===== src/hdl/mia_pkg.sv =====
// Shared types and constants of the adjugate matrix inverse block.
package mia_pkg;

	// Width of one arithmetic limb and of the raw quotient kept by the divider.
	localparam int LIMB_W = 32;
	localparam int QUO_W  = 33;

	// Byte address of the dimension register.
	localparam logic [2:0] ADDR_DIMENSION = 3'd0;

	// Operations of the limb-serial multiply-accumulate unit.
	typedef enum logic [2:0] {
		MAC_IDLE,
		MAC_PROD_ONE,
		MAC_ACC_CLR,
		MAC_MUL,
		MAC_ADD
	} mac_op_t;

	typedef struct packed {
		mac_op_t op;
		logic    first;
		logic    sub;
	} mac_cmd_t;

	// Control of the permutation generator.
	typedef struct packed {
		logic clear;
		logic step;
	} perm_ctl_t;

	// Result of the serial divider.
	typedef struct packed {
		logic               done;
		logic               ovf;
		logic [QUO_W-1:0]   quo;
	} div_res_t;

endpackage


===== src/hdl/mia_div.sv =====
// Restoring divider, one quotient bit per cycle, for the rounded cofactor ratio.
module mia_div import mia_pkg::*; #(
	parameter int ACC_W = 160,
	parameter int SHIFT = 33,
	localparam int NW = ACC_W + SHIFT + 1,
	localparam int RW = ACC_W + 2,
	localparam int CW = $clog2(NW + 1)
) (
	input  logic              clk,
	input  logic              arst_n,
	input  logic              start,
	input  logic [ACC_W-1:0]  num_mag,
	input  logic [ACC_W-1:0]  den_mag,
	output div_res_t          res
);

	logic [NW-1:0]    n_q;
	logic [RW-1:0]    r_q;
	logic [ACC_W:0]   d_q;
	logic [QUO_W-1:0] q_q;
	logic             ovf_q;
	logic [CW-1:0]    cnt_q;
	logic             busy_q;
	logic             done_q;
	logic [RW-1:0]    rs;
	logic [RW-1:0]    dd;
	logic             qbit;

	assign rs = {r_q[RW-2:0], n_q[NW-1]};
	assign dd = RW'(d_q);
	assign qbit = (rs >= dd);

	assign res.done = done_q;
	assign res.ovf  = ovf_q;
	assign res.quo  = q_q;

	// Sequencing of the bit steps.
	always_ff @(posedge clk or negedge arst_n) begin
		if (!arst_n) begin
			busy_q <= 1'b0;
			done_q <= 1'b0;
			cnt_q <= '0;
		end else begin
			done_q <= 1'b0;
			if (start) begin
				busy_q <= 1'b1;
				cnt_q <= CW'(NW);
			end else if (busy_q) begin
				cnt_q <= cnt_q - CW'(1);
				if (cnt_q == CW'(1)) begin
					busy_q <= 1'b0;
					done_q <= 1'b1;
				end
			end
		end
	end

	// Numerator is the magnitude scaled by two to the shift plus the divisor half.
	always_ff @(posedge clk) begin
		if (start) begin
			n_q <= (NW'(num_mag) << SHIFT) + NW'(den_mag);
			d_q <= {den_mag, 1'b0};
			r_q <= '0;
			q_q <= '0;
			ovf_q <= 1'b0;
		end else if (busy_q) begin
			n_q <= {n_q[NW-2:0], 1'b0};
			r_q <= qbit ? (rs - dd) : rs;
			q_q <= {q_q[QUO_W-2:0], qbit};
			ovf_q <= ovf_q | q_q[QUO_W-1];
		end
	end

endmodule


===== config.mk =====
export PLATFORM = sky130hd
export DESIGN_NAME = mia_div
export DESIGN_NICKNAME = d
export VERILOG_FILES = /design/src/hdl/mia_pkg.sv /design/src/hdl/mia_div.sv
export SDC_FILE = /design/constraint.sdc
export NUM_CORES = 2
export LEC_CHECK = 0
export BUFFER_PORTS_ARGS = -buffer_cell sky130_fd_sc_hd__buf_2
export CORE_AREA = 2 2 311 313
export DETAILED_ROUTE_END_ITERATION = 12
export DIE_AREA = 0 0 313 315
export PLACE_DENSITY_LB_ADDON = 0.08
export RECOVER_POWER = 100
export SYNTH_ARGS = -nofsm -noshare
export SYNTH_HDL_FRONTEND = slang
export SYNTH_SLANG_ARGS = --single-unit

===== constraint.sdc =====
create_clock -name clk -period 14.2 [get_ports clk]
set_input_delay 2.84 -clock clk [delete_from_list [all_inputs] [get_ports clk]]
set_output_delay 2.84 -clock clk [all_outputs]
set_load 0.01 [all_outputs]

## Word-level counts from Yosys, hierarchy flattened

Index checks and enable logic that the tools add are counted.

| cells by class | value |
|---|---|
| magnitude comparators | 1 |
| bitwise operators | 1 |
| add/subtract/negate cells | 3 |
| reduce and logical (&&, ||, !) cells | 1 |
| muxes and demuxes | 11 |
| equal/unequal tests | 1 |

Operators with widths:

| cell | count |
|---|---|
| $mux 194 | 2 |
| $add 193x160->194 | 1 |
| $ge 162x161->1 | 1 |
| $mux 161 | 1 |
| $sub 161x161->161 | 1 |
| $mux 8 | 2 |
| $eq 8x1->1 const B | 1 |
| $sub 8x1->8 const B | 1 |
| $mux 1 | 6 |
| $reduce_bool 2->1 | 1 |
| $or 1x1->1 | 1 |

| word-level totals | value |
|---|---|
| output and inout bits | 35 |
| word-level logic and storage cells | 26 |
| input port bits | 323 |
| flip-flop bits (word level) | 559 |

## Logic depth before layout (Yosys ltp)

| depth | value |
|---|---|
| depth in word-level cells | 4 |
| mapped depth | 18 |

## Least setup slack after synthesis

No wires, ideal clock.

| path | value |
|---|---|
| path type | input to register |
| from | in start |
| to | reg r_q[159] |
| setup time | 0.135 ns |
| path slack | 6.584 ns |
| path buffers | 1 |
| cell stages on the path | 6 |
| arrival | 7.481 ns |
| cell sequence | clkbuf_1 -> nor2_1 -> inv_1 -> o22ai_1 -> a221oi_1 -> nand3_1 |

RTL lines:

| what | RTL line | RTL |
|---|---|---|
| from (decl) | mia_div.sv:11 | `input logic start,` |
| to (signal assigned) | mia_div.sv:68 | `r_q <= qbit ? (rs - dd) : rs;` |
| to (decl) | mia_div.sv:18 | `logic [RW-1:0] r_q;` |

## Worst setup path in the final report

| path | value |
|---|---|
| from | in start |
| to | reg n_q[64], enable pin |

| on the way | value |
|---|---|
| cells in the longest elaborated chain, start to end | 1 |

RTL lines:

| what | RTL line | RTL |
|---|---|---|
| $reduce_bool 2->1 (no line) | - |  |
| to (signal assigned) | mia_div.sv:61 | `n_q <= (NW'(num_mag) << SHIFT) + NW'(den_mag);` |
| to (signal assigned) | mia_div.sv:67 | `n_q <= {n_q[NW-2:0], 1'b0};` |
| to (decl) | mia_div.sv:17 | `logic [NW-1:0] n_q;` |

No other way between the ends.
A chain may end at the register's enable or synchronous reset.

==> results.toml <==
[pwr]
p_comb_share_pct = 47.7
p_seq_share_pct = 29.4
irDropWorstVdd_v = 0.000104
switchingPower_mw = 3.39
leakagePower_nw = 19.0
p_clk_share_pct = 22.9
internal-power_mw = 4.58
switching_share_pct = 42.5
power_density_nw_per_um2 = 170

[logic_synthesis]
avgSynthCellArea_um2 = 8.46
async_reset_ff_share_pct = 1.79
ys_types = 91
syn-cell-area_um2 = 42700
syn_inst = 5045
ys_warn_count = 0
synthFlopType = "edfxtp_1"
ys_seq_area_share_pct = 34.6
synth-seq-cells = 559
synth_edf_count = 354
synth_fp_nets = 5659

[timing]
relSlewSlack_pct = -174
worst_slack_ns = 4.16
finalSetupTns_ns = 0
grt_setup_unrepaired = "no"
holdWs_ns = 0.490
fmax_ghz = 0.0996
drv_slew = 813
min_period_ns = 10.04
hold_viol = 0
worst_pin_slew_ns = 4.11
min_period_over_period_pct = 70.7
finClkSkew_ns = 0.0209
finalSetupViolations = 0

[layout]
nNetsFinal = 5820
nFillCells = 9558
syn_to_final_growth_pct = 10.1
final_cell_mix = "a21oi_1, nand2_1, nor2_1, edfxtp_1, o21ai_0"
drive_gt1_share_pct = 9.62
multi_input_area_um2 = 25500
diodes = 0
fin_area_um2 = 47000
seq_area_um2 = 14800
mostFrequentLayoutCell = "a21oi_1"

[die]
row_count = 114
core_um2 = 95700
ios = 358
fp.dieArea_um2 = 98600
die_y_um = 315
die_w_um = 313
start_util_pct = 44.6

[drt]
routed_wl_mm = 148
via_per_inst = 5.99
wire_per_inst_um = 22.6
ant_nets = 0
drtIter0Drc = 3467
vias = 39200
drtPass1Iterations = 6
drc = 0

[worst_setup_path]
start_kind = "input port"
required_ns = 14.34
cp_cell_sequence = "clkbuf_1, nor2_4, clkinvlp_2, clkbuf_1"
max_stage_delay_ns = 2.99
timing.critical_path.fanout_max = 69
path_buf_inv = 3
r2r_slack_ns = 4.70
worst_path_max_delay_cell = "clkbuf_1"
path_common_cell = "clkbuf_1"
reg2reg_depth = 16
crit_path_end_kind = "register"
path_class = "in2reg"
crit_cells = 4
critPathArrivalTime_ns = 10.18
cp_top_family = "buffers and inverters"

[cts]
postCtsSetupBuffers = 0
cts.sinks = 559
cts_tree = "yes"
cts_buffers = 70
cts_buffer_depth = 3
clock_latency_ns = 0.64
clockRootBuffer = "clkbuf_16"
clk_pin_slew_ns = 0.06
cts-htree-levels = 3
cts_resized = 0
cts_hold_buf = 0

[place]
placed_cell_area_um2 = 45100
portBuffers = 357
gp_routability_congestion = 0.979
dp_hpwl_mm = 115
dp_slack_ns = 6.10

[global_routing]
grt_util_all_layers_pct = 29.1
overflow = 0
antenna_found_initial = 4
grt_pass1_vias = 37400
grt_max_degree = 137
grt_pass1_wl_mm = 224

[status]
status = "complete, but fails checks"
violations = "max-capacitance violations, max-slew violations"

[min_path]
hold_depth = 2
hp-class = "reg2reg"

[flow_run]
maxCapViolations = 16
## registers in the layout (all words and copies together) (netlist names)
| register | flops |
|---|---|
| cnt_q | 8 |
| d_q | 160 |
| done_q | 1 |
| n_q | 194 |
| ovf_q | 1 |
| busy_q | 1 |
| q_q | 33 |
| r_q | 161 |
## metal layers
layer  wire [um]  GRT usage [%]
met3        8050           3.23
met5          12              0
met1       68500           41.3
met2       66200           46.2
met4        5200           9.77
## cell families after synthesis
logic type	share of synthesized area [%]
multiplexers	5.27
AND/OR/NAND/NOR	16.1
XOR/XNOR	6.16
buffers and inverters	5.40
AO/OA/AOI/OAI	23.8
adder cells (fa/ha/maj)	8.57
flip-flops	34.6
## final timing paths
kind / endpoint / start
setup / recovery: n_q[64] / start
hold / removal: r_q[152] / r_q[152]
setup reg to reg: r_q[127] / d_q[10]
hold reg to reg: r_q[152] / r_q[152]
max in group asynchronous: busy_q / arst_n
min in group asynchronous: cnt_q[0] / arst_n
## cells in the mapped netlist (48+ instances only)
master | n | area [um2]
dfxtp_1 | 195 | 3900
xor2_1 | 108 | 946
a211oi_1 | 54 | 405
mux2i_1 | 48 | 480
o21ai_1 | 50 | 250
nand3_1 | 64 | 320
nand4_1 | 193 | 1210
nand2_1 | 514 | 1930
nor3_1 | 72 | 360
edfxtp_1 | 354 | 10600
o21ai_0 | 290 | 1450
nor2_1 | 470 | 1760
ha_1 | 289 | 3620
a21oi_1 | 556 | 2780
mux2_2 | 157 | 1770
xnor2_1 | 192 | 1680
o21bai_1 | 112 | 841
clkbuf_1 | 230 | 863
inv_1 | 285 | 1070
a21o_1 | 128 | 961
## through the flow
step	cells	util, %	power [mW]
6_report	6538	49.1	7.97
4_1_cts	6538	49.5	7.97
5_1_grt	6538	49.1	8.49
3_3_place_gp	6410	47.1	6.11
2_1_floorplan	5045	-	5.28
3_5_place_dp	6410	47.1	6.10
## power by group through the flow
stage | combinational, mW | clock (mW) | sequential [mW]
finish | 3.80 | 1.83 | 2.34
global route | 4.18 | 1.93 | 2.38
CTS | 3.76 | 1.87 | 2.34
detailed placement | 3.74 | 0 | 2.36
global placement | 3.75 | 0 | 2.36
floorplan | 2.96 | 0 | 2.31
## area by class of cell
type | instances | area share (%)
multi-input combinational | 3910 | 54.3
sequential | 559 | 31.5
clock buffer | 97 | 4.23
timing repair buffer | 380 | 3.66
tap | 1276 | 3.40
inverter | 285 | 2.28
clock inverter | 31 | 0.703
## worst min-delay path, delay by kind of cell (launching register included)
| kind | cells | cell delay [ns] |
|---|---|---|
| DFF | 1 | 0.33 |
| AOI/OAI and AO/OA | 1 | 0.06 |
| and+or+nand+nor | 1 | 0.05 |
(Power assumes the default switching activity.)
