==> config.mk <==
export PLATFORM = sky130hd
export DESIGN_NAME = mia_mac
export DESIGN_NICKNAME = d
export VERILOG_FILES = /design/src/hdl/mia_pkg.sv /design/src/hdl/mia_mac.sv
export SDC_FILE = /design/constraint.sdc
export NUM_CORES = 2
export LEC_CHECK = 0
export BUFFER_PORTS_ARGS = -buffer_cell sky130_fd_sc_hd__buf_4
export CAP_MARGIN = 0
export CORE_ASPECT_RATIO = 0.75
export CORE_MARGIN = 10
export CORE_UTILIZATION = 57
export CTS_BUF_LIST = sky130_fd_sc_hd__clkbuf_4 sky130_fd_sc_hd__clkbuf_8 sky130_fd_sc_hd__clkbuf_16
export CTS_CLUSTER_SIZE = 30
export DETAILED_ROUTE_END_ITERATION = 8
export PLACE_DENSITY = 0.81
export REMOVE_ABC_BUFFERS = 1
export SLEW_MARGIN = 25
export SYNTH_ARGS = -nofsm -noshare
export SYNTH_HDL_FRONTEND = slang
export SYNTH_SLANG_ARGS = --single-unit
==> constraint.sdc <==
create_clock -name clk -period 13.95 [get_ports clk]
set_clock_uncertainty 0.15 [all_clocks]
set_input_delay 0.6975 -clock clk [delete_from_list [all_inputs] [get_ports clk]]
set_output_delay 0.6975 -clock clk [all_outputs]
set_load 0.01 [all_outputs]
==> src/hdl/mia_pkg.sv <==
// Shared types and constants of the adjugate matrix inverse block.
package mia_pkg;

	// Width of one arithmetic limb and of the raw quotient kept by the divider.
	localparam int LIMB_W = 32;
	localparam int QUO_W  = 33;

	// Byte address of the dimension register.
	localparam logic [2:0] ADDR_DIMENSION = 3'd0;

	// Operations of the limb-serial multiply-accumulate unit.
	typedef enum logic [2:0] {
		MAC_IDLE,
		MAC_PROD_ONE,
		MAC_ACC_CLR,
		MAC_MUL,
		MAC_ADD
	} mac_op_t;

	typedef struct packed {
		mac_op_t op;
		logic    first;
		logic    sub;
	} mac_cmd_t;

	// Control of the permutation generator.
	typedef struct packed {
		logic clear;
		logic step;
	} perm_ctl_t;

	// Result of the serial divider.
	typedef struct packed {
		logic               done;
		logic               ovf;
		logic [QUO_W-1:0]   quo;
	} div_res_t;

endpackage

==> src/hdl/mia_mac.sv <==
// Limb-serial multiply-accumulate unit built around one 32x32 multiplier.
module mia_mac import mia_pkg::*; #(
	parameter int AL = 5,
	localparam int ACC_W = LIMB_W * AL
) (
	input  logic               clk,
	input  mac_cmd_t           cmd,
	input  logic [LIMB_W-1:0]  factor,
	output logic [ACC_W-1:0]   acc
);

	logic [LIMB_W-1:0] prod_q [AL];
	logic [LIMB_W-1:0] acc_q [AL];
	logic [LIMB_W-1:0] mcarry_q;
	logic              acarry_q;
	logic [2*LIMB_W-1:0] mul;
	logic [LIMB_W:0]     sum;

	// One limb product with the running carry limb.
	assign mul = {{LIMB_W{1'b0}}, prod_q[0]} * {{LIMB_W{1'b0}}, factor} +
		{{LIMB_W{1'b0}}, (cmd.first ? {LIMB_W{1'b0}} : mcarry_q)};

	// One limb of the accumulate; subtraction adds the complement plus one.
	assign sum = {1'b0, acc_q[0]} + {1'b0, (cmd.sub ? ~prod_q[0] : prod_q[0])} +
		(LIMB_W + 1)'(cmd.first ? cmd.sub : acarry_q);

	always_comb begin
		for (int k = 0; k < AL; k++) begin
			acc[k*LIMB_W +: LIMB_W] = acc_q[k];
		end
	end

	// Limbs rotate through position zero, least significant first.
	always_ff @(posedge clk) begin
		unique case (cmd.op)
			MAC_IDLE: begin
			end
			MAC_PROD_ONE: begin
				for (int k = 0; k < AL; k++) begin
					prod_q[k] <= (k == 0) ? LIMB_W'(1) : '0;
				end
			end
			MAC_ACC_CLR: begin
				for (int k = 0; k < AL; k++) begin
					acc_q[k] <= '0;
				end
			end
			MAC_MUL: begin
				for (int k = 0; k < AL - 1; k++) begin
					prod_q[k] <= prod_q[k+1];
				end
				prod_q[AL-1] <= mul[LIMB_W-1:0];
				mcarry_q <= mul[2*LIMB_W-1:LIMB_W];
			end
			MAC_ADD: begin
				for (int k = 0; k < AL - 1; k++) begin
					prod_q[k] <= prod_q[k+1];
					acc_q[k] <= acc_q[k+1];
				end
				prod_q[AL-1] <= prod_q[0];
				acc_q[AL-1] <= sum[LIMB_W-1:0];
				acarry_q <= sum[LIMB_W];
			end
			default: begin
			end
		endcase
	end

endmodule

[After elaboration in Yosys (flattened, before gate mapping)]
Memory sizes are Yosys's and may differ from the RTL's.
Cells that the tools add are included.
Storage, ports and cells
  register bits after elaboration: 33
  memory bits (writable): 320
  input bits: 38
  output and inout bits: 160
  logic and storage cells: 54
  memories: 2
Cells by class
  add/sub/neg operators: 3
  $mul: 1
  equal/unequal tests: 4
  multiplexer cells: 26
  bitwise logic cells: 16
Memories
  acc_q: words 5, width 32, rd ports 5, clocked after memory_dff 0, wr ports 5, line mia_mac.sv:13  | logic [LIMB_W-1:0] acc_q [AL];
  prod_q: words 5, width 32, rd ports 5, clocked after memory_dff 0, wr ports 5, line mia_mac.sv:12  | logic [LIMB_W-1:0] prod_q [AL];
Operator list (count)
  32-bit 2-to-1 mux: 17
  64-bit by 32-bit adder with 64-bit output: 1
  32-bit by 32-bit multiplier with 64-bit output: 1
  32-bit by 32-bit adder with 33-bit output: 1
  33-bit by 1-bit adder with 33-bit output: 1
  32-bit inverter: 1
  1-bit OR: 15
  1-bit 2-to-1 mux: 9
  3-bit by 2-bit == test with 1-bit output (second input constant): 2
  3-bit by 1-bit == test with 1-bit output (second input constant): 1
  3-bit == test (second input constant): 1

[Logic depth before layout (Yosys ltp)]
  word-level depth: 5
  depth in mapped cells: 30
  depth with buffers taken out: 28

[Least setup slack after synthesis]
No wires, ideal clock.
  kind: input to register
  from: input port cmd[2] (netlist name)
  to: memory prod_q[0][0] (enable)
  library setup time: 0.901 ns
  data arrival time: 11.903 ns
  data required time: 12.899 ns
  setup slack: 0.997 ns
  cell stages on the path: 2
  path buffers: 0
  path through: inv_1 > o21ai_0
RTL lines
  start: declaration: line mia_mac.sv:7  | input mac_cmd_t cmd,
  end: declaration: line mia_mac.sv:12

==> results_dict.tcl <==
set metrics [dict create \
    drive_above_1_share 0.0645 \
    wl_microns 126000 \
    cts_buffers 30 \
    period_needed_ns 8.87 \
    place.gp.congestion 0.951 \
    syn_to_final_growth_pct 6.42 \
    cp.arrival_ns 9.05 \
    grt_max_degree 129 \
    wire_per_inst_microns 20.9 \
    cts_hold_buf 0 \
    finalSetupViolCount 0 \
    yosys.area.top_type "fa_1" \
    drt_iter0_drc 3191 \
    via_per_inst 5.58 \
    ys.flop_type "edfxtp_1" \
    max_cap_violations 0 \
    hp-class "flip-flop to flip-flop" \
    dieArea_sq_um 98900 \
    tns_ns 0 \
    startpoint "prod_q[0][17]$_DFFE_PP_" \
    cp-start-kind "flip-flop" \
    r2r_cells 23 \
    clock.fmax_ghz 0.113 \
    clkLatencyLatePin_ns 0.59 \
    ctsResizeCount 0 \
    grt_pass1_wl_microns 203000 \
    r2r_setup_slack_ns 5.08 \
    tightest_slew_ns 1.13 \
    fin_area_sq_um 52500 \
    yosysUniqueCellTypes 79 \
    yosysWarnings 0 \
    synth-seq-cells 353 \
    slew-limit-headroom 0.245 \
    synth_top_area_frac 0.377 \
    cts_tree "yes" \
    worstPathRequired_ns 14.13 \
    timing.hold.ws_ns 0.366 \
    async_flop_share 0 \
    fin_nets 6125 \
    worstSetupPathType "flip-flop to flip-flop" \
    drc_errors 0 \
    num_rows 93 \
    chipWidth_microns 360 \
    final_antenna_net_count 0 \
    path_clk_slew_ns 0.07 \
    netlist_area_sq_um 49400 \
    r2r_end "mcarry_q[16]$_DFFE_PN_" \
    grt_pass1_vias 36000 \
    start_util 0.575 \
    cts.path.max_buffers 3 \
    hold_path_depth 1 \
    holdPathEnd "prod_q[0][16]$_DFFE_PP_" \
    hpwl_microns 95500 \
    outcome "finished, final reports clean" \
    maxSlewViolCount 0 \
    setup_slack_ns 5.08 \
    reg2reg_from "prod_q[0][17]$_DFFE_PP_" \
    critPathMaxFanout 21 \
    cts.sinks 353 \
    cts-root-buf "clkbuf_16" \
    antenna_found_initial 6 \
    io_pins 198 \
    htree_num_levels 1 \
    synth_cells 4866 \
    yosys-top-cells-area "fa_1 38%, edfxtp_1 21%, and2_1 11%, inv_1 7.7%, ha_1 7.5%" \
    grt_overflow 0 \
    fill_cells 6855 \
    io_buffers 197 \
    critPathCaptureType "flip-flop" \
    die_y_microns 275 \
    num_vias 33600 \
    synth-edff-count 353 \
    grt_util_all_layers 0.260 \
    fin_crit_sh 0.636 \
    yosysSeqAreaShare 0.215 \
    place_worst_setup_slack_ns 5.34 \
    dr.pass1.iters 5 \
    coreArea_sq_um 85900 \
    syn_avg_cell_area_sq_um 10.1 \
    hold_start "prod_q[1][16]$_DFFE_PP_" \
    rsz0062_at_grt "false" \
    cts_setup_buffers 0 \
    finalHoldViolations 0 \
    place_area_sq_um 51600 \
]
-- critical path, cell delays in order, from the launching register on --
cell and delay (ns):
edfxtp_1 1.10, nand2_1 0.20, fa_1 0.55, inv_1 0.06
fa_1 0.44, fa_1 0.56, inv_1 0.08, fa_1 0.54
inv_1 0.05, fa_1 0.48, fa_1 0.54, fa_1 0.51
inv_1 0.06, fa_1 0.50, inv_1 0.05, ha_1 0.41
nand3_1 0.18, nor3b_1 0.67, o311ai_4 0.17, and2_2 0.27
o21ai_0 0.24, a31oi_1 0.18, o21ai_0 0.25, xor2_1 0.39
-- area by class of cell --
| class | instances | area (sq um) | share of cell area |
|---|---|---|---|
| inverter | 1008 | 3790 | 0.0721 |
| multi-input combinational | 3231 | 34000 | 0.646 |
| sequential | 353 | 10600 | 0.202 |
| clock buffer | 36 | 813 | 0.0155 |
| antenna | 3 | 7.51 | 0.000143 |
| timing repair buffer | 239 | 1820 | 0.0346 |
| clock inverter | 14 | 121 | 0.00231 |
| tap | 1140 | 1430 | 0.0272 |
-- kinds of logic after synthesis --
group | synth area share
AOI/OAI and AO/OA | 0.0442
xor gates and xnor gates | 0.0211
adders and majority gates | 0.452
buffers and inverters | 0.0978
DFF | 0.215
muxes | 0.000203
and+or+nand+nor | 0.170
-- worst max path at each step --
| stage | to | slack (ns) | cells past startpoint |
|---|---|---|---|
| 6_report | mcarry_q[16]$_DFFE_PN_ | 5.08 | 23 |
| 2_1_floorplan | prod_q[0][0]$_DFFE_PP_ | 1.0 | 2 |
| 3_5_place_dp | mcarry_q[29]$_DFFE_PN_ | 5.34 | 23 |
| 4_1_cts | mcarry_q[16]$_DFFE_PN_ | 5.32 | 23 |
| 3_3_place_gp | mcarry_q[28]$_DFFE_PN_ | 5.43 | 26 |
| 5_1_grt | mcarry_q[29]$_DFFE_PN_ | 4.88 | 23 |
-- state kept, by name (all words and copies together), names as in the netlist --
register,cells
acc_q,160
acarry_q,1
mcarry_q,32
prod_q,160
-- stage by stage --
| stage | utilization | std cells |
|---|---|---|
| 4_1_cts | 0.611 | 6020 |
| 3_3_place_gp | 0.600 | 5970 |
| 2_1_floorplan | - | 4592 |
| 5_1_grt | 0.612 | 6021 |
| 6_report | 0.612 | 6024 |
| 3_5_place_dp | 0.600 | 5970 |
-- cells in the final DEF (no fill, tap or decap), drive strengths merged, types with 19 or more instances in the layout --
cell and instances:
inv 1010, fa 930, and2 873, nand2 497
edfxtp 353, ha 294, buf 239, a21oi 84
o21ai 71, nor2 68, xor2 64, xnor2 55
a21o 55, clkbuf 36, nand2b 29, nor2b 28
nand4 19
-- per-layer routing --
layer	vias to the layer above	track usage	wire, microns
met1	17200	0.373	53000
met3	193	0.0705	14800
met4	4	0.0529	2540
li1	14600	-	-
met2	1654	0.398	55900
met5	-	0	27
-- synth_stat cells (all sizes together) (19+ instances only) --
library cell,count
clkbuf,265
nor2,68
xor2,64
o21ai,71
xnor2,55
edfxtp,353
a21o,55
nand2b,29
nor2b,28
inv,1007
and2,873
ha,294
nand2,497
fa,930
nand4,19
a21oi,84
Power is left out: the tool's default activity adds up to more than one toggle a clock period on the data nets, which glitch-free logic cannot reach.
