File: src/hdl/mia_pkg.sv
// Shared types and constants of the adjugate matrix inverse block.
package mia_pkg;

	// Width of one arithmetic limb and of the raw quotient kept by the divider.
	localparam int LIMB_W = 32;
	localparam int QUO_W  = 33;

	// Byte address of the dimension register.
	localparam logic [2:0] ADDR_DIMENSION = 3'd0;

	// Operations of the limb-serial multiply-accumulate unit.
	typedef enum logic [2:0] {
		MAC_IDLE,
		MAC_PROD_ONE,
		MAC_ACC_CLR,
		MAC_MUL,
		MAC_ADD
	} mac_op_t;

	typedef struct packed {
		mac_op_t op;
		logic    first;
		logic    sub;
	} mac_cmd_t;

	// Control of the permutation generator.
	typedef struct packed {
		logic clear;
		logic step;
	} perm_ctl_t;

	// Result of the serial divider.
	typedef struct packed {
		logic               done;
		logic               ovf;
		logic [QUO_W-1:0]   quo;
	} div_res_t;

endpackage

File: src/hdl/mia_perm.sv
// Permutation generator: Lehmer code counter with registered column selection.
module mia_perm import mia_pkg::*; #(
	parameter int MAX_DIM = 4,
	localparam int IW = (MAX_DIM > 1) ? $clog2(MAX_DIM) : 1,
	localparam int DW = $clog2(MAX_DIM + 1)
) (
	input  logic                         clk,
	input  logic                         arst_n,
	input  perm_ctl_t                    ctl,
	input  logic [DW-1:0]                dim,
	output logic [MAX_DIM-1:0][IW-1:0]   cols,
	output logic                         parity,
	output logic                         last_perm
);

	logic [MAX_DIM-1:0][IW-1:0] digit_q;
	logic [MAX_DIM-1:0][IW-1:0] digit_nxt;
	logic [MAX_DIM-1:0][IW-1:0] pick;
	logic [MAX_DIM-1:0]         at_max;
	logic [MAX_DIM-1:0]         used;
	logic [IW-1:0]              skip;
	logic                       found;
	logic                       carry;

	// A digit is at its top value when it equals dim-1-k; unused digits count as full.
	always_comb begin
		for (int k = 0; k < MAX_DIM; k++) begin
			at_max[k] = (32'(k) >= 32'(dim)) ||
				((32'(digit_q[k]) + 32'(k) + 32'd1) == 32'(dim));
		end
	end

	assign last_perm = &at_max;

	// The inversion count equals the digit sum, so its parity is the sign.
	always_comb begin
		parity = 1'b0;
		for (int k = 0; k < MAX_DIM; k++) begin
			parity = parity ^ digit_q[k][0];
		end
	end

	// Mixed-radix increment, last digit least significant.
	always_comb begin
		carry = 1'b1;
		for (int k = MAX_DIM - 1; k >= 0; k--) begin
			digit_nxt[k] = digit_q[k];
			if (carry) begin
				if (at_max[k]) begin
					digit_nxt[k] = '0;
				end else begin
					digit_nxt[k] = digit_q[k] + IW'(1);
					carry = 1'b0;
				end
			end
		end
	end

	// Each digit picks the n-th column not yet taken.
	always_comb begin
		used = '0;
		skip = '0;
		found = 1'b0;
		for (int k = 0; k < MAX_DIM; k++) begin
			pick[k] = '0;
			skip = digit_q[k];
			found = 1'b0;
			for (int c = 0; c < MAX_DIM; c++) begin
				if (!used[c] && !found) begin
					if (skip == '0) begin
						pick[k] = IW'(c);
						used[c] = 1'b1;
						found = 1'b1;
					end else begin
						skip = skip - IW'(1);
					end
				end
			end
		end
	end

	// Digit counter.
	always_ff @(posedge clk or negedge arst_n) begin
		if (!arst_n) begin
			digit_q <= '0;
		end else if (ctl.clear) begin
			digit_q <= '0;
		end else if (ctl.step) begin
			digit_q <= digit_nxt;
		end
	end

	// Column selection, registered from the digits and following them in the next cycle.
	always_ff @(posedge clk) begin
		cols <= pick;
	end

endmodule

File: config.mk
export PLATFORM = sky130hd
export DESIGN_NAME = mia_perm
export DESIGN_NICKNAME = d
export VERILOG_FILES = /design/src/hdl/mia_pkg.sv /design/src/hdl/mia_perm.sv
export SDC_FILE = /design/constraint.sdc
export NUM_CORES = 1
export LEC_CHECK = 0
export BUFFER_PORTS_ARGS = -buffer_cell sky130_fd_sc_hd__buf_2
export CORE_MARGIN = 1.5
export CORE_UTILIZATION = 50
export DETAILED_ROUTE_END_ITERATION = 8
export PLACE_DENSITY = 0.78
export SLEW_MARGIN = 20
export SYNTH_ARGS = -nofsm -noshare
export SYNTH_HDL_FRONTEND = slang
export SYNTH_SLANG_ARGS = --single-unit
File: constraint.sdc
create_clock -name clk -period 3.8 [get_ports clk]
set_input_delay 0.76 -clock clk [delete_from_list [all_inputs] [get_ports clk]]
set_output_delay 0.76 -clock clk [all_outputs]
set_load 0.01 [all_outputs]
Yosys cells after proc, flatten, opt, wreduce, memory -nomap -nowiden
Cells that the tools add are included.
- add/subtract/negate cells: 23
- order comparisons: 4
- equality and inequality tests: 4
- muxes and demuxes: 102
- bitwise logic cells: 3
- reductions and logical operators: 55
- operators by type and width (kind ; number):
    2-bit 2-to-1 mux ; 47
    1-bit 2-to-1 mux ; 53
    2-bit logical NOT ; 16
    2-bit by 1-bit subtractor with 2-bit output, second input constant ; 12
    1-bit logical NOT ; 18
    8-bit 2-to-1 mux ; 2
    3-bit by 1-bit adder with 4-bit output, second input constant ; 3
    4-bit by 3-bit equality test with 1-bit output ; 3
    1-bit logical AND ; 9
    2-bit by 1-bit adder with 2-bit output, second input constant ; 4
    2-bit nonzero test ; 4
    2-bit by 1-bit adder with 3-bit output, second input constant ; 2
    2-bit by 2-bit adder with 3-bit output, second input constant ; 2
    1-bit by 3-bit >= comparator with 1-bit output, first input constant ; 2
    2-bit by 3-bit >= comparator with 1-bit output, first input constant ; 2
    2-bit AND reduction ; 3
    1-bit logical OR ; 4
    4-bit AND reduction ; 1
    3-bit equality test ; 1
    1-bit bitwise XOR ; 3
- register bits after elaboration: 16
- bits of input ports: 7
- output and inout port bits: 10
- word-level logic and storage cells: 199

Depth between registers and ports, before layout
- depth after elaboration: 20
- mapped depth: 12
- gate-level depth less buffers: 9

Least setup slack after synthesis
No wires, ideal clock.
- path kind: register to register
- start: register digit_q[0] in the netlist's numbering
- end: register cols[7] in the netlist's numbering
- library setup time: 59 ps
- data arrival time: 2882 ps
- required time: 3741 ps
- setup slack: 859 ps
- stages on the path, launching flop included: 12
- path buffers: 2
- period minus slack after synthesis: 2941 ps
- path through: dfrtp_1 -> inv_1 -> ha_1 -> buf_6 -> nor3_1 -> o21ai_1 -> a41o_1 -> or4_1 -> buf_2 -> or3b_1 -> a211oi_2 -> a31o_1
- RTL lines (what ; RTL line ; source):
    from (decl) ; mia_perm.sv:16 ; logic [MAX_DIM-1:0][IW-1:0] digit_q;
    from (signal assigned) ; mia_perm.sv:89 ; digit_q <= digit_nxt;
    to (signal assigned) ; mia_perm.sv:95 ; cols <= pick;
    to (decl) ; mia_perm.sv:11 ; output logic [MAX_DIM-1:0][IW-1:0] cols,

==> qor.txt <==
insertion delay to the later sink of the worst-skew pair: 300 ps
top_reg_cell synth: dfxtp_1
number of setup violations in the final report: 0
CTS resizes: 0
DR iter-0 viols: 30
Clock Pin Slew Worst Setup and Hold Paths: 100 ps
sequential element share of the synthesized area: 23.80%
ANT cells: 0
multiplexer area fraction after synthesis: 10.58%
CTS tree: built
crit path capture type: flip-flop
peak supply drop: 0.1693 mV
sequential share of power: 34.2%
FF-to-FF End: cols[7]
Sw Ratio: 39.59%
Fin Setup TNS: 0 ps
combinational share of power: 51.8%
number of vias per cell: 6.022
final worst path period share: 88.73%
worst clock skew: 7.270 ps
CP required: 4040 ps
adder-cell share of the synthesized area: 11.57%
routed length per instance: 14.28 µm
die area: 3367 µm²
DRC viols: 0
Synth Register Bits: 16
Fillers: 262
slowest stage cell, crit path: or4_1
cell count after synthesis: 184
Cell variety after synth: 48
Hold Fails Final Rpt: 0
Port-buffer cells: 16
worst slack at placement: 488.8 ps
GP Congestion: 0.9221
Reg2Reg Depth: 9
final HPWL from detailed placement: 2.484 mm
Util after Layout: 56.96%
setup bufs post-CTS: 0
Int Pwr: 401.8 µW
Ports: 17
CP top delay family: simple AND/OR/NAND/NOR gates
Leak: 0.0006968 µW
commonest non-fill, non-tap cell in the layout: buf_2
XOR/XNOR Fraction of Synth Area: 5.207%
Nets: 216
number of flops mapped to enable cells by yosys: 0
antenna violations before repair: 0
total gr overflow: 0
delay of the slowest critical-path stage: 620 ps
vias: 1349
Setup WS post-layout: 428.1 ps
Sequential Area: 360.3 µm²
ys async rst share: 50.00%
Routed WL: 3.198 mm
outcome: complete, no violations
first-pass GRT wire length: 5.278 mm
total area of multi-input combinational cells: 1055 µm²
post-route cell area: 1598 µm²
CTS H-tree lvls: 1
# hold bufs at CTS: 0
commonest cells after routing, fill and taps aside: 16 x buf_2, 15 x nor2_1, 14 x nand2_1, 14 x ha_1, 13 x a21oi_1
Mapped Nets: 205
Warnings, synthesis: 0
startpoint types: flip-flop
worst-case clock buffer depth: 2
Fmax: 0.2966 GHz
max-cap violations: 0
reg-to-reg startpoint: digit_q[0]
synthesized cell area: 1514 µm²
Post-DP Area: 1575 µm²
Clk pwr share: 14.0%
complex-gate fraction of the synthesized area: 21.32%
die width: 58.03 µm
flop2flop setup slack: 430 ps
CTS Buf Count: 3
Starting Density: 53.97%
Cell Chain, Critical Path: inv_1 > ha_1 > nor3b_1 > o21ai_1 > a41o_1 > or4_1 > or3b_1 > a211oi_2 > a31o_1
GRT Total Usage: 20.34%
Post-Synth Simple-Gate Area: 20.99%
unrepaired setup endpoints after global routing: false
Final ANT Viol Nets: 0
largest family of logic cells by synthesized area: compound AO/OA/AOI/OAI gates
Core ar.: 2805 µm²
DRT Pass-1 Iters: 4
class of the worst hold path: in -> async
crit path DAT: 3610 ps
root buffer cell: clkbuf_4
Die Height: 58.03 µm
Psw: 263.3 µW
Avg Cell Area, Syn: 8.228 µm²
Slew Viols, Final: 0
vias in the first global route: 1201
Layout area overhead: 5.537%
Worst Path Buf+Inv: 1
layout cells sized above 1: 16.06%
Crit Path Category: reg -> reg
slew margin rel.: 66.66%
largest net degree at the start of global routing: 14
Final min period: 3372 ps
Worst Path Max Fanout: 12
Slew @ Worst Pin: 486.2 ps
power per cell area: 416.3 nW/µm²
# clock sinks: 16
Core Rows: 19
power by group through the flow:
stage | combinational, µW | sequential, µW | clock [µW]
2_1_floorplan | 252 | 247 | 0
3_3_place_gp | 328 | 231 | 0
3_5_place_dp | 341 | 231 | 0
4_1_cts | 342 | 227 | 95.9
5_1_grt | 382 | 231 | 105
6_report | 345 | 227 | 93.1
worst reg2reg max path, cell delays in order, from the launching register on:
cell and delay, ps:
dfrtp_1 470, inv_1 220, ha_1 460, nor3b_1 320
o21ai_1 230, a41o_1 280, or4_1 620, or3b_1 420
a211oi_2 190, a31o_1 110
metrics by stage:
stage / instances / power [µW] / hold slack [ps]
2_1_floorplan: 184 / 499.5 / 464.4
3_3_place_gp: 221 / 558.7 / 603.5
3_5_place_dp: 221 / 572.2 / 615.0
4_1_cts: 224 / 665.7 / 288.0
5_1_grt: 224 / 718.8 / 281.3
6_report: 224 / 665.1 / 285.1
metal layers:
metal	vias to the layer above	part of all wire, %	wire, µm	track usage [%]
li1	679	-	-	-
met1	626	45	1453	24.44
met2	35	48	1547	34.74
met3	9	3.4	108	2.902
met4	0	2.8	89	11.30
met5	-	0	0	0
how the worst max path moves through the flow:
stage | start | to | cells after the start
3_5_place_dp | digit_q[0] | cols[7] | 9
3_3_place_gp | digit_q[0] | cols[7] | 9
6_report | digit_q[0] | cols[7] | 9
5_1_grt | digit_q[0] | cols[7] | 9
2_1_floorplan | digit_q[0] | cols[7] | 11
4_1_cts | digit_q[0] | cols[7] | 9
cell usage after synthesis, types with 2 or more instances:
library cell	instances	area, µm²
a21oi_1	13	65.06
nand2b_1	3	18.77
o22ai_1	4	25.02
nor3b_1	2	15.01
and4_1	2	17.52
a31oi_1	3	18.77
dfrtp_1	8	200.2
nor3_1	5	25.02
clkbuf_1	6	22.52
or2_2	3	18.77
mux2i_1	9	90.09
or4_1	2	15.01
o21ai_0	5	25.02
inv_1	11	41.29
nor2b_1	2	12.51
ha_1	14	175.2
dfxtp_1	8	160.2
mux2_2	5	56.30
nand2_1	14	52.55
a211oi_1	4	30.03
o21a_1	4	30.03
nor2_1	15	56.30
and2_1	4	25.02
nand3_1	4	20.02
xor2_1	4	35.03
a22o_1	2	17.52
o211ai_1	2	15.01
xnor2_1	5	43.79
buf_6	2	22.52
flip-flops by register name, indices dropped and copies added, names as in the netlist:
name / cells
cols: 8
digit_q: 8
cell type report:
| type | count | area share (%) |
|---|---|---|
| well taps | 31 | 2.428 |
| repair buffers | 16 | 5.012 |
| flip-flops and latches | 16 | 22.55 |
| clock buffers | 3 | 1.410 |
| inverters | 11 | 2.584 |
| multi-input cells | 147 | 66.01 |
cells by family (layout without fill, tap and decap cells):
family	Yosys count	after routing
XOR/XNOR	9	9
multiplexers	15	15
AO/OA/AOI/OAI	48	48
buffers and inverters	21	30
adder cells (fa/ha/maj)	14	14
AND/OR/NAND/NOR	61	61
flip-flops	16	16
Note: power is estimated with default switching activity, not from simulation.
